### src/rtl/assert_macros.svh
// Assertion helpers, clocked on clk, off while rst_n is low.
`ifndef ASSERT_MACROS_SVH
`define ASSERT_MACROS_SVH

// Property must hold at every clock edge out of reset.
`define ASSERT_CLK(label, prop, msg) \
    label: assert property (@(posedge clk) disable iff (!rst_n) prop) else $error(msg);

// Condition must never be true at a clock edge out of reset.
`define ASSERT_NEVER(label, cond, msg) \
    label: assert property (@(posedge clk) disable iff (!rst_n) !(cond)) else $error(msg);

`endif

### src/rtl/tcfr_pkg.sv
package tcfr_pkg;

    localparam logic [7:0] HDR0       = 8'hAA;
    localparam logic [7:0] HDR1       = 8'hAF;
    localparam logic [7:0] CMD_GAINS  = 8'h12;
    localparam logic [7:0] CMD_RETURN = 8'h02;
    localparam logic [7:0] ACK_FUNC   = 8'hF0;
    localparam logic [7:0] ACK_LEN    = 8'h03;
    localparam logic [7:0] ACK_TAG    = 8'hBA;
    localparam logic [7:0] ACK_PAD    = 8'h00;

    // fixed part of the acknowledge checksum, mod 256
    localparam logic [7:0] ACK_BASE = 8'(HDR0 + HDR0 + ACK_FUNC + ACK_LEN + ACK_TAG + ACK_PAD);

    localparam logic [7:0] MAX_FRAME_LEN  = 8'd255;
    localparam logic [7:0] POS_HDR0       = 8'd0;
    localparam logic [7:0] POS_HDR1       = 8'd1;
    localparam logic [7:0] POS_CMD        = 8'd2;
    localparam logic [7:0] GAIN_FIRST_POS = 8'd4;
    localparam logic [7:0] GAIN_LAST_POS  = 8'd9;
    localparam int         GAIN_BYTES     = 6;
    localparam int         GAIN_IDX_W     = 3;

    localparam int ACK_BYTES = 8;
    localparam int ACK_IDX_W = 3;
    localparam logic [ACK_IDX_W-1:0] ACK_LAST_IDX = ACK_IDX_W'(ACK_BYTES - 1);

    localparam int QUEUE_DEPTH = 2;
    localparam int QPTR_W      = (QUEUE_DEPTH > 1) ? $clog2(QUEUE_DEPTH) : 1;
    localparam int QCNT_W      = $clog2(QUEUE_DEPTH + 1);

    // one accepted frame, as handed from parser to acknowledge sender
    typedef struct packed {
        logic [7:0]  sum;
        logic        updated;
        logic        ret;
        logic [15:0] kp;
        logic [15:0] ki;
        logic [15:0] kd;
    } frame_t;

    typedef struct packed {
        logic full;
        logic empty;
    } q_stat_t;

    function automatic logic [7:0] ack_byte_f(input logic [ACK_IDX_W-1:0] idx,
                                               input logic [7:0] sum);
        logic [7:0] b;
        case (idx)
            3'd0:    b = HDR0;
            3'd1:    b = HDR0;
            3'd2:    b = ACK_FUNC;
            3'd3:    b = ACK_LEN;
            3'd4:    b = ACK_TAG;
            3'd5:    b = ACK_PAD;
            3'd6:    b = sum;
            default: b = 8'(sum + ACK_BASE);
        endcase
        return b;
    endfunction

endpackage

### src/rtl/tcfr_parser.sv
module tcfr_parser
    import tcfr_pkg::*;
(
    input  logic       clk,
    input  logic       rst_n,
    input  logic       in_valid,
    output logic       in_ready,
    input  logic [7:0] rx_byte,
    input  logic       frame_end,
    input  q_stat_t    q_stat,
    output logic       q_push,
    output frame_t     q_data
);

    logic [7:0]  pos_reg, pos_next;
    logic [7:0]  sum_reg, sum_next;
    logic [7:0]  hdr0_reg, hdr0_next;
    logic [7:0]  hdr1_reg, hdr1_next;
    logic [7:0]  cmd_reg, cmd_next;
    logic [15:0] kp_reg, ki_reg, kd_reg;
    logic [7:0]  gain_reg [GAIN_BYTES];

    logic                  accept;
    logic                  gain_wr;
    logic [GAIN_IDX_W-1:0] gain_idx;
    logic [7:0]            gain5;
    logic                  frame_ok;
    logic                  upd;
    logic [15:0]           kp_new, ki_new, kd_new;

    assign in_ready = !q_stat.full;
    assign accept   = in_valid && in_ready;
    assign gain_wr  = pos_reg inside {[GAIN_FIRST_POS:GAIN_LAST_POS]};
    assign gain_idx = GAIN_IDX_W'(pos_reg - GAIN_FIRST_POS);

    always_comb
    begin
        hdr0_next = (pos_reg == POS_HDR0) ? rx_byte : hdr0_reg;
        hdr1_next = (pos_reg == POS_HDR1) ? rx_byte : hdr1_reg;
        cmd_next  = (pos_reg == POS_CMD) ? rx_byte : cmd_reg;
        sum_next  = 8'(sum_reg + rx_byte);
        pos_next  = (pos_reg < MAX_FRAME_LEN) ? 8'(pos_reg + 8'd1) : pos_reg;

        // the final byte may itself be the last gain byte
        gain5    = (pos_reg == GAIN_LAST_POS) ? rx_byte : gain_reg[GAIN_BYTES-1];
        frame_ok = (sum_reg == rx_byte) && (hdr0_next == HDR0) && (hdr1_next == HDR1);
        upd      = (cmd_next == CMD_GAINS) && (pos_reg >= GAIN_LAST_POS);

        kp_new = upd ? {gain_reg[0], gain_reg[1]} : kp_reg;
        ki_new = upd ? {gain_reg[2], gain_reg[3]} : ki_reg;
        kd_new = upd ? {gain_reg[4], gain5} : kd_reg;

        q_push         = accept && frame_end && frame_ok;
        q_data.sum     = sum_reg;
        q_data.updated = upd;
        q_data.ret     = (cmd_next == CMD_RETURN);
        q_data.kp      = kp_new;
        q_data.ki      = ki_new;
        q_data.kd      = kd_new;
    end

    always_ff @(posedge clk or negedge rst_n)
    begin
        if (!rst_n)
        begin
            pos_reg  <= '0;
            sum_reg  <= '0;
            hdr0_reg <= '0;
            hdr1_reg <= '0;
            cmd_reg  <= '0;
            kp_reg   <= '0;
            ki_reg   <= '0;
            kd_reg   <= '0;
        end
        else if (accept)
        begin
            if (frame_end)
            begin
                pos_reg  <= '0;
                sum_reg  <= '0;
                hdr0_reg <= '0;
                hdr1_reg <= '0;
                cmd_reg  <= '0;
                if (q_push)
                begin
                    kp_reg <= kp_new;
                    ki_reg <= ki_new;
                    kd_reg <= kd_new;
                end
            end
            else
            begin
                pos_reg  <= pos_next;
                sum_reg  <= sum_next;
                hdr0_reg <= hdr0_next;
                hdr1_reg <= hdr1_next;
                cmd_reg  <= cmd_next;
            end
        end
    end

    always_ff @(posedge clk)
    begin
        if (accept && gain_wr)
        begin
            gain_reg[gain_idx] <= rx_byte;
        end
    end

endmodule

### src/rtl/tcfr_queue.sv
module tcfr_queue
    import tcfr_pkg::*;
(
    input  logic    clk,
    input  logic    rst_n,
    input  logic    push,
    input  frame_t  push_data,
    input  logic    pop,
    output frame_t  pop_data,
    output q_stat_t stat
);

    frame_t             mem_reg [QUEUE_DEPTH];
    logic [QPTR_W-1:0]  wr_ptr_reg, rd_ptr_reg;
    logic [QCNT_W-1:0]  cnt_reg, cnt_next;

    function automatic logic [QPTR_W-1:0] ptr_inc(input logic [QPTR_W-1:0] p);
        return (p == QPTR_W'(QUEUE_DEPTH - 1)) ? '0 : QPTR_W'(p + 1'b1);
    endfunction

    assign stat.full  = (cnt_reg == QCNT_W'(QUEUE_DEPTH));
    assign stat.empty = (cnt_reg == '0);
    assign pop_data   = mem_reg[rd_ptr_reg];

    always_comb
    begin
        cnt_next = cnt_reg;
        case ({push, pop})
            2'b10:   cnt_next = QCNT_W'(cnt_reg + 1'b1);
            2'b01:   cnt_next = QCNT_W'(cnt_reg - 1'b1);
            default: cnt_next = cnt_reg;
        endcase
    end

    always_ff @(posedge clk or negedge rst_n)
    begin
        if (!rst_n)
        begin
            wr_ptr_reg <= '0;
            rd_ptr_reg <= '0;
            cnt_reg    <= '0;
        end
        else
        begin
            cnt_reg <= cnt_next;
            if (push)
            begin
                wr_ptr_reg <= ptr_inc(wr_ptr_reg);
            end
            if (pop)
            begin
                rd_ptr_reg <= ptr_inc(rd_ptr_reg);
            end
        end
    end

    always_ff @(posedge clk)
    begin
        if (push)
        begin
            mem_reg[wr_ptr_reg] <= push_data;
        end
    end

endmodule

### src/rtl/tcfr_ack_sender.sv
module tcfr_ack_sender
    import tcfr_pkg::*;
(
    input  logic        clk,
    input  logic        rst_n,
    input  q_stat_t     q_stat,
    input  frame_t      q_data,
    output logic        q_pop,
    output logic        out_valid,
    input  logic        out_ready,
    output logic [7:0]  ack_byte,
    output logic        ack_last,
    output logic        gains_updated,
    output logic [15:0] kp_raw,
    output logic [15:0] ki_raw,
    output logic [15:0] kd_raw,
    output logic        return_request
);

    logic                 valid_reg, valid_next;
    logic [ACK_IDX_W-1:0] idx_reg, idx_next;
    frame_t               cur_reg, cur_next;
    logic [7:0]           byte_reg, byte_next;
    logic                 advance;

    assign advance = !valid_reg || out_ready;

    always_comb
    begin
        valid_next = valid_reg;
        idx_next   = idx_reg;
        cur_next   = cur_reg;
        byte_next  = byte_reg;
        q_pop      = 1'b0;
        if (advance)
        begin
            if (valid_reg && (idx_reg != ACK_LAST_IDX))
            begin
                idx_next  = ACK_IDX_W'(idx_reg + 1'b1);
                byte_next = ack_byte_f(idx_next, cur_reg.sum);
            end
            else if (!q_stat.empty)
            begin
                q_pop      = 1'b1;
                valid_next = 1'b1;
                cur_next   = q_data;
                idx_next   = '0;
                byte_next  = ack_byte_f('0, q_data.sum);
            end
            else
            begin
                valid_next = 1'b0;
            end
        end
    end

    always_ff @(posedge clk or negedge rst_n)
    begin
        if (!rst_n)
        begin
            valid_reg <= 1'b0;
            idx_reg   <= '0;
        end
        else
        begin
            valid_reg <= valid_next;
            idx_reg   <= idx_next;
        end
    end

    always_ff @(posedge clk)
    begin
        cur_reg  <= cur_next;
        byte_reg <= byte_next;
    end

    assign out_valid      = valid_reg;
    assign ack_byte       = byte_reg;
    assign ack_last       = (idx_reg == ACK_LAST_IDX);
    assign gains_updated  = cur_reg.updated;
    assign kp_raw         = cur_reg.kp;
    assign ki_raw         = cur_reg.ki;
    assign kd_raw         = cur_reg.kd;
    assign return_request = cur_reg.ret;

endmodule

### src/rtl/telemetry_command_frame_receiver.sv
// Command frame receiver with additive checksum.
// Input channel (in_valid/in_ready): one frame byte per request in rx_byte,
// frame_end high on the final checksum byte. A byte is taken every cycle
// while the result queue has room.
// Output channel (out_valid/out_ready): each accepted frame (header AA AF,
// checksum equal to the 8-bit sum of the earlier bytes) yields eight requests,
// the acknowledge AA AA F0 03 BA 00 sum csum, ack_last on the eighth. Every
// request also carries the held gains after that frame, gains_updated
// (command 0x12 with ten or more bytes) and return_request (command 0x02).
// Rejected frames produce nothing and the parser restarts on the next byte.
// With the sender idle, a taken frame passes through the queue into the sender's
// output register; the sender then gives one byte per cycle while out_ready is
// high. A two-entry frame queue sits between the parser and the sender; when the
// receiver stalls, the sender holds its byte and in_ready drops only once both
// queue entries are full. Reset clears the parser, the held gains (to zero) and
// the queue; outputs go idle. The gain byte store is not cleared.
module telemetry_command_frame_receiver
    import tcfr_pkg::*;
(
    input  logic        clk,
    input  logic        rst_n,
    input  logic        in_valid,
    output logic        in_ready,
    input  logic [7:0]  rx_byte,
    input  logic        frame_end,
    output logic        out_valid,
    input  logic        out_ready,
    output logic [7:0]  ack_byte,
    output logic        ack_last,
    output logic        gains_updated,
    output logic [15:0] kp_raw,
    output logic [15:0] ki_raw,
    output logic [15:0] kd_raw,
    output logic        return_request
);

`include "assert_macros.svh"

    q_stat_t q_stat;
    logic    q_push;
    logic    q_pop;
    frame_t  q_wdata;
    frame_t  q_rdata;

    tcfr_parser u_parser (
        .clk       (clk),
        .rst_n     (rst_n),
        .in_valid  (in_valid),
        .in_ready  (in_ready),
        .rx_byte   (rx_byte),
        .frame_end (frame_end),
        .q_stat    (q_stat),
        .q_push    (q_push),
        .q_data    (q_wdata)
    );

    tcfr_queue u_queue (
        .clk       (clk),
        .rst_n     (rst_n),
        .push      (q_push),
        .push_data (q_wdata),
        .pop       (q_pop),
        .pop_data  (q_rdata),
        .stat      (q_stat)
    );

    tcfr_ack_sender u_sender (
        .clk            (clk),
        .rst_n          (rst_n),
        .q_stat         (q_stat),
        .q_data         (q_rdata),
        .q_pop          (q_pop),
        .out_valid      (out_valid),
        .out_ready      (out_ready),
        .ack_byte       (ack_byte),
        .ack_last       (ack_last),
        .gains_updated  (gains_updated),
        .kp_raw         (kp_raw),
        .ki_raw         (ki_raw),
        .kd_raw         (kd_raw),
        .return_request (return_request)
    );

    `ASSERT_NEVER(a_no_push_full, q_push && q_stat.full, "frame pushed into full queue")
    `ASSERT_NEVER(a_no_pop_empty, q_pop && q_stat.empty, "frame popped from empty queue")
    `ASSERT_CLK(a_ack_continues, out_valid && out_ready && !ack_last |=> out_valid, "ack frame broken off")
    `ASSERT_CLK(a_ack_starts_hdr, $rose(out_valid) |-> (ack_byte == HDR0), "ack frame not starting with header")

endmodule

### config.mk
export PLATFORM = sky130hd
export DESIGN_NAME = telemetry_command_frame_receiver
export DESIGN_NICKNAME = d
export VERILOG_FILES = /design/src/rtl/tcfr_pkg.sv /design/src/rtl/tcfr_parser.sv /design/src/rtl/tcfr_queue.sv /design/src/rtl/tcfr_ack_sender.sv /design/src/rtl/telemetry_command_frame_receiver.sv
export VERILOG_INCLUDE_DIRS = /design/src /design/src/rtl
export SDC_FILE = /design/constraint.sdc
export NUM_CORES = 1
export LEC_CHECK = 0
export BUFFER_PORTS_ARGS = -buffer_cell sky130_fd_sc_hd__buf_2
export CAP_MARGIN = 20
export CORE_UTILIZATION = 57
export CTS_BUF_LIST = sky130_fd_sc_hd__clkbuf_4 sky130_fd_sc_hd__clkbuf_8
export DETAILED_ROUTE_END_ITERATION = 10
export HOLD_SLACK_MARGIN = 0.15
export PLACE_DENSITY = 0.78
export SKIP_LAST_GASP = 1
export SYNTH_ARGS = -nofsm -noshare
export SYNTH_HDL_FRONTEND = slang
export SYNTH_SLANG_ARGS = --single-unit
### constraint.sdc
create_clock -name clk -period 4.7 [get_ports clk]
set_input_delay 0.705 -clock clk [delete_from_list [all_inputs] [get_ports clk]]
set_output_delay 0.705 -clock clk [all_outputs]
set_load 0.02 [all_outputs]
Word level (Yosys, flattened, before mapping):

Memory sizes are Yosys's and may differ from the RTL's. A register that Yosys moved wholly into a read port is not among the register bits.
Cells that the tools add are included.

* flip-flop bits (word level): 104
* memory bits (writable): 164
* output and inout bits: 61
* logic and storage cells: 102
* memories: 2

* $add $sub $neg: 9
* magnitude comparators: 4
* eq/ne operators: 20
* muxes and demuxes: 28
* bitwise logic cells: 2
* reduce and logical (&&, ||, !) cells: 23

Memory list
* u_queue.mem_reg: depth 2, bits a word 58, read ports 1, clocked after memory_dff 1, wr ports 1, RTL line tcfr_queue.sv:13 `frame_t mem_reg [QUEUE_DEPTH];`
* u_parser.gain_reg: depth 6, bits a word 8, read ports 6, clocked after memory_dff 0, wr ports 1, RTL line tcfr_parser.sv:21 `logic [7:0] gain_reg [GAIN_BYTES];`

Operators by type and width (count)
* 8-bit two-way mux: 12
* 16-bit two-way mux: 3
* 8-bit case mux with 6 select lines: 1
* 8-bit by 1-bit adder with 8-bit output (second input constant): 2
* 8-bit by 2-bit equality test with 1-bit output (second input constant): 2
* 8-bit equality test (second input constant): 2
* 3-bit equality test (second input constant): 4
* 1-bit logical AND: 9
* 1-bit two-way mux: 9
* 8-bit adder: 1
* 8-bit by 1-bit equality test with 1-bit output (second input constant): 1
* 8-bit by 4-bit equality test with 1-bit output (second input constant): 1
* 8-bit by 5-bit equality test with 1-bit output (second input constant): 1
* 8-bit equality test: 1
* 8-bit by 3-bit greater-or-equal comparator with 1-bit output (second input constant): 1
* 8-bit by 4-bit greater-or-equal comparator with 1-bit output (second input constant): 1
* 8-bit by 4-bit <= comparator with 1-bit output (second input constant): 1
* 8-bit zero test: 1
* 8-bit < comparator (second input constant): 1
* 3-bit by 2-bit equality test with 1-bit output (second input constant): 2
* 3-bit two-way mux: 2
* 2-bit AND reduction: 3
* 3-bit AND reduction: 2
* 2-bit equality test (second input constant): 2
* other kinds (17): 21

Longest topological paths before layout:

* word-level depth: 8
* mapped depth: 11
* depth with buffers taken out: 11

Cells and area by module:

A second synthesis with hierarchy kept.

* cell total of the unflattened synthesis: 896
* area total of the unflattened synthesis: 13763.2 µm²

Modules (own cells, without submodules)
* tcfr_parser: instances 1, cells each 506, area each 6424.9 µm², sequential area each 3643.5 µm²
* tcfr_queue: instances 1, cells each 197, area each 4415.5 µm², sequential area each 3583.4 µm²
* tcfr_ack_sender: instances 1, cells each 193, area each 2922.8 µm², sequential area each 2082.0 µm²

Worst setup path before layout:

No wires, ideal clock.

* path kind: reg2reg
* start: reg u_sender.idx_reg[0]
* end: reg u_queue.cnt_reg[1]
* data arrival time: 4.853 ns
* data required time: 4.621 ns
* slack: -0.233 ns
* cell stages (with the launch flop): 8
* period minus slack after synthesis: 4.933 ns
* cell sequence: dfrtp_1 > ha_1 > ha_1 > nand2_1 > a21oi_1 > ha_1 > nor2_1 > xor2_1

* longest elaborated chain between the ends: 6
* elaborated cells on any way between the ends: 8
* those cells by class: 3 x eq/ne; 3 x mux; 2 x reduce/logical

RTL lines
* start, declared: RTL line tcfr_ack_sender.sv:21 `logic [ACK_IDX_W-1:0] idx_reg, idx_next;`
* start signal, assigned: RTL line tcfr_ack_sender.sv:67 `idx_reg <= idx_next;`
* 3-bit inequality test *: RTL line tcfr_ack_sender.sv:37 `if (valid_reg && (idx_reg != ACK_LAST_IDX))`
* 1-bit logical AND *: RTL line tcfr_ack_sender.sv:37
* 1-bit two-way mux *: RTL line tcfr_ack_sender.sv:37
* 1-bit two-way mux *: RTL line tcfr_ack_sender.sv:35 `if (advance)`
* via q_pop: RTL line telemetry_command_frame_receiver.sv:41 `logic q_pop;`
* 2-bit by 1-bit equality test with 1-bit output / 2-bit equality test (equally long branches): RTL line tcfr_queue.sv:28 `case ({push, pop})`
* 2-bit case mux with 2 select lines / 2-bit nonzero test (equally long branches)
* end signal, assigned: RTL line tcfr_queue.sv:45 `cnt_reg <= cnt_next;`
* end, declared: RTL line tcfr_queue.sv:15 `logic [QCNT_W-1:0] cnt_reg, cnt_next;`

The timed path passes the listed nets; every way through them passes the cells marked *.
A chain may end at the register's enable or synchronous reset.

==> results.md <==
Critical path:
- In this run the critical register-to-register path is captured at u_parser.ki_reg[12].
- The endpoint class of the critical path is a flop.
- The critical path start-end classification is reg2reg.
- In this run the worst path has a maximum fanout of 57.
- The required time of the critical path is approximately 5200 ps.
- The startpoint type of the worst setup path is a flop.
- Setup slack on the worst reg-to-reg path comes out at approximately 950 ps.
- At the worst endpoint, the arrival time is about 4200 ps.
- The reg-to-reg critical path startpoint is u_parser.pos_reg[5].
- The worst register-to-register path has a depth of 8.

Timing:
- The worst setup skew after layout is roughly 18 ps.
- The post-route worst setup slack is 952.2 ps.
- The final setup violation count is 0.
- Across all hold checks on the routed design, the worst slack comes to between 200 and 300 ps.
- The accumulated negative setup slack is 0 ps.
- Setup repair after global routing left no endpoint under its margin.
- The final number of max-transition violations is 0.
- The maximum clock rate is about 0.27 GHz.
- The clock period minus final worst setup slack is 3748 ps.
- The worst slew margin relative to its limit is 28.36%.
- The final worst-path cycle share is between 70 and 80%.
- The number of hold violations in the final report was 0.
- At the pin with the least slew margin, the transition time is around 1100 ps.

Run:
- The tool flagged a number of max-cap violations equal to 0.

GRT:
- The remaining global-route overflow is 0.
- Across every metal layer, demand over resource in global routing totals 20.00%.
- The via count of the first global-routing pass came to about 7.3k.
- The wire length of the first global-routing pass is 37.64 mm.
- The initial antenna violation count is 0.
- Entering global routing, the biggest net connects 68 pins.

Final layout:
- Leaving out fill and tap cells, the most frequent cells in the layout are edfxtp_1, mux2_2, dfrtp_1.
- The number of nets at the end of the flow is 984.
- Excluding fillers, the count of instances in the completed layout stands at approximately 1.3k.
- The antenna cell count is 0.
- The flip-flop count of the largest register, all copies and words added is ~120.
- Of the cells placed in the final design, the portion with a size suffix greater than 1 is 32.33%.
- Leaving out fill and tap cells, the most frequent cell in the layout is edfxtp_1.
- The area growth from synthesis to layout is 10.64%.

Logic synthesis:
- The synthesized design contains 230 enable-type register cells.
- The count of synthesis-stage warnings from yosys is 0.
- For this run, the leading register cell type out of synthesis is edfxtp_1.
- The sequential fraction of the synthesis area is a little under 70%.
- The average cell area after synthesis is ~15 µm².
- The synthesized netlist net count is ~900.
- The total of flip-flops plus latches after synthesis is approximately 330.
- The synthesized netlist cell count is around 890.
- The share of flip-flops with an asynchronous set or reset after synthesis is between 20 and 30%.
- The summed instance area of the synthesized netlist is roughly 14000 µm².
- The count of different cell masters after synthesis is between 50 and 60.

Clock tree:
- The number of instances resized during post-cts repair is 0.
- The clock tree buffer depth is 3.
- The number of clock sinks seen by CTS is ~330.
- The later pin in the worst-skew pair is clocked with a latency of about 570 ps.
- The H-tree depth is 2.
- The cell sitting at the root of the clock tree is a clkbuf_8.
- The number of clock buffers inserted by TritonCTS is 51.
- The number of post-CTS setup repair buffers is 0.
- The number of hold buffers added after CTS was 0.
- The TritonCTS clock tree is done.
- After clock tree synthesis, the clock-pin slew on the worst setup and hold paths is approximately 60 ps.

Status:
- The run finished with clean final reports.

Die:
- The number of primary I/O pins is 74.
- The floorplan row count is between 50 and 60.
- In this run the horizontal extent of the chip is 156.6 µm.
- For this configuration, the core starts out at a cell density of around 58%.
- The die height is around 160 µm.
- The floorplan die area is between 20000 and 25000 µm².
- After floorplanning, the core was sized to cover ~23000 µm².

Power:
- The switching component of the power is about 0.002 W.
- Cell internal power was estimated by the tool at 0.005350 W.
- The total power per unit cell area is slightly below 500 nW/µm².
- In this run, the clock network consumes between 30% and 40% of the power.
- Overall power consumption after layout is estimated at approximately 0.0074 W.
- The part of the power in registers is around half.
- The combinational cell fraction of total power is a little under a fifth.
- The analysis attributes to cell leakage a power of between 6 and 7 nW.
- Net switching is between 20% and 30% of the power.
- Across the VDD grid, the largest voltage drop is around 0.32 mV.

Route:
- In the final routed layout, each cell accounts on average for between 15 and 20 µm.
- Before antenna repair, the detailed router went through 5 iterations.
- In the routed layout, each cell is associated on average with a via count of 5.505.
- The final routed wirelength across all metal layers is 23.37 mm.
- The antenna violation net count after detailed routing is 0.
- The routed layout has approximately 7.2k vias.
- The iteration-0 DRC count of the detailed router is 434.
- The number of design rule violations left after detail routing is 0.

Hold path:
- The path class of the tightest hold or removal check is in2async.

Place:
- The number of buffer cells added on primary ports is 73.
- The half-perimeter wire length after placement is ~14 mm.
- The number of cells in the design after placement is between 1k and 1.5k.
- Routability-driven placement finished with a final weighted congestion of 0.8521.
- The pre-CTS setup slack is around 930 ps.
==> power groups by stage <==
stage	registers (W)	logic (W)	clock network [W]
4_1_cts	0.00354	0.00140	0.00248
2_1_floorplan	0.00359	0.00107	0
3_5_place_dp	0.00360	0.00138	0
6_report	0.00355	0.00138	0.00242
3_3_place_gp	0.00359	0.00135	0
5_1_grt	0.00357	0.00154	0.00260
==> kinds of logic after synthesis <==
group,share of synthesized area (%)
compound gates,4.925
xor+xnor,1.222
fa+ha+maj,1.893
buf+inv,4.411
flops,68.36
mux,13.14
simple gates,6.046
==> critical path, stage by stage (launching register included) <==
cell and delay (ps):
dfrtp_1 450, nor4_4 440, nand3_1 420, mux2i_1 240, or3_4 690, inv_2 170
nand4_2 490, buf_12 400, mux2_4 310
==> Yosys cell counts, drive strengths merged (9+ instances only) <==
library cell  instances  share of area, %
a21oi                11              0.40
a22oi                25               1.4
buf                  62               3.3
clkbuf               20              0.55
dfrtp                96                18
edfxtp              230                51
ha                   19               1.7
inv                  21              0.58
mux2                138                12
mux2i                19               1.4
nand2                62               1.7
nand3                11              0.40
nor2                 26              0.72
nor3                  9              0.37
o21ai                50               1.8
xnor2                12              0.77
==> metal layers <==
metal	GRT usage (%)	vias up	wire length, µm
met3	3.600	49	1080
li1	-	3399	-
met5	0	-	0
met1	26.78	3597	10320
met4	8.030	0	638
met2	32.59	178	11330
==> per-stage QoR <==
stage | utilization [%] | instance area [µm²]
6_report | 64.18 | 15070
5_1_grt | 64.18 | 15070
4_1_cts | 64.18 | 15070
3_5_place_dp | 59.63 | 14000
3_3_place_gp | 59.61 | 13990
2_1_floorplan | - | 13620
==> how the worst max path moves through the flow <==
stage                              startpoint                    end  depth (start not counted)
after floorplan                    rx_byte[7]  u_queue.mem_reg[0][0]                          6
after global placement             rx_byte[5]     u_parser.kd_reg[8]                          9
after detailed placement  u_parser.pos_reg[5]     u_parser.kd_reg[8]                          8
after CTS                 u_parser.pos_reg[5]     u_parser.kd_reg[9]                          8
after global routing      u_parser.pos_reg[4]     u_parser.kd_reg[9]                          8
final                     u_parser.pos_reg[5]    u_parser.ki_reg[12]                          8
==> final cells by class <==
| type | count | area [µm²] |
|---|---|---|
| clock buffer | 79 | 968.4 |
| multi-input combinational | 465 | 3734 |
| sequential | 326 | 9310 |
| clock inverter | 16 | 100.1 |
| inverter | 21 | 78.83 |
| fill | 1617 | 8407 |
| timing repair buffer | 86 | 475.5 |
| tap | 319 | 399.1 |
No activity file was read; power rests on OpenSTA's default activity.
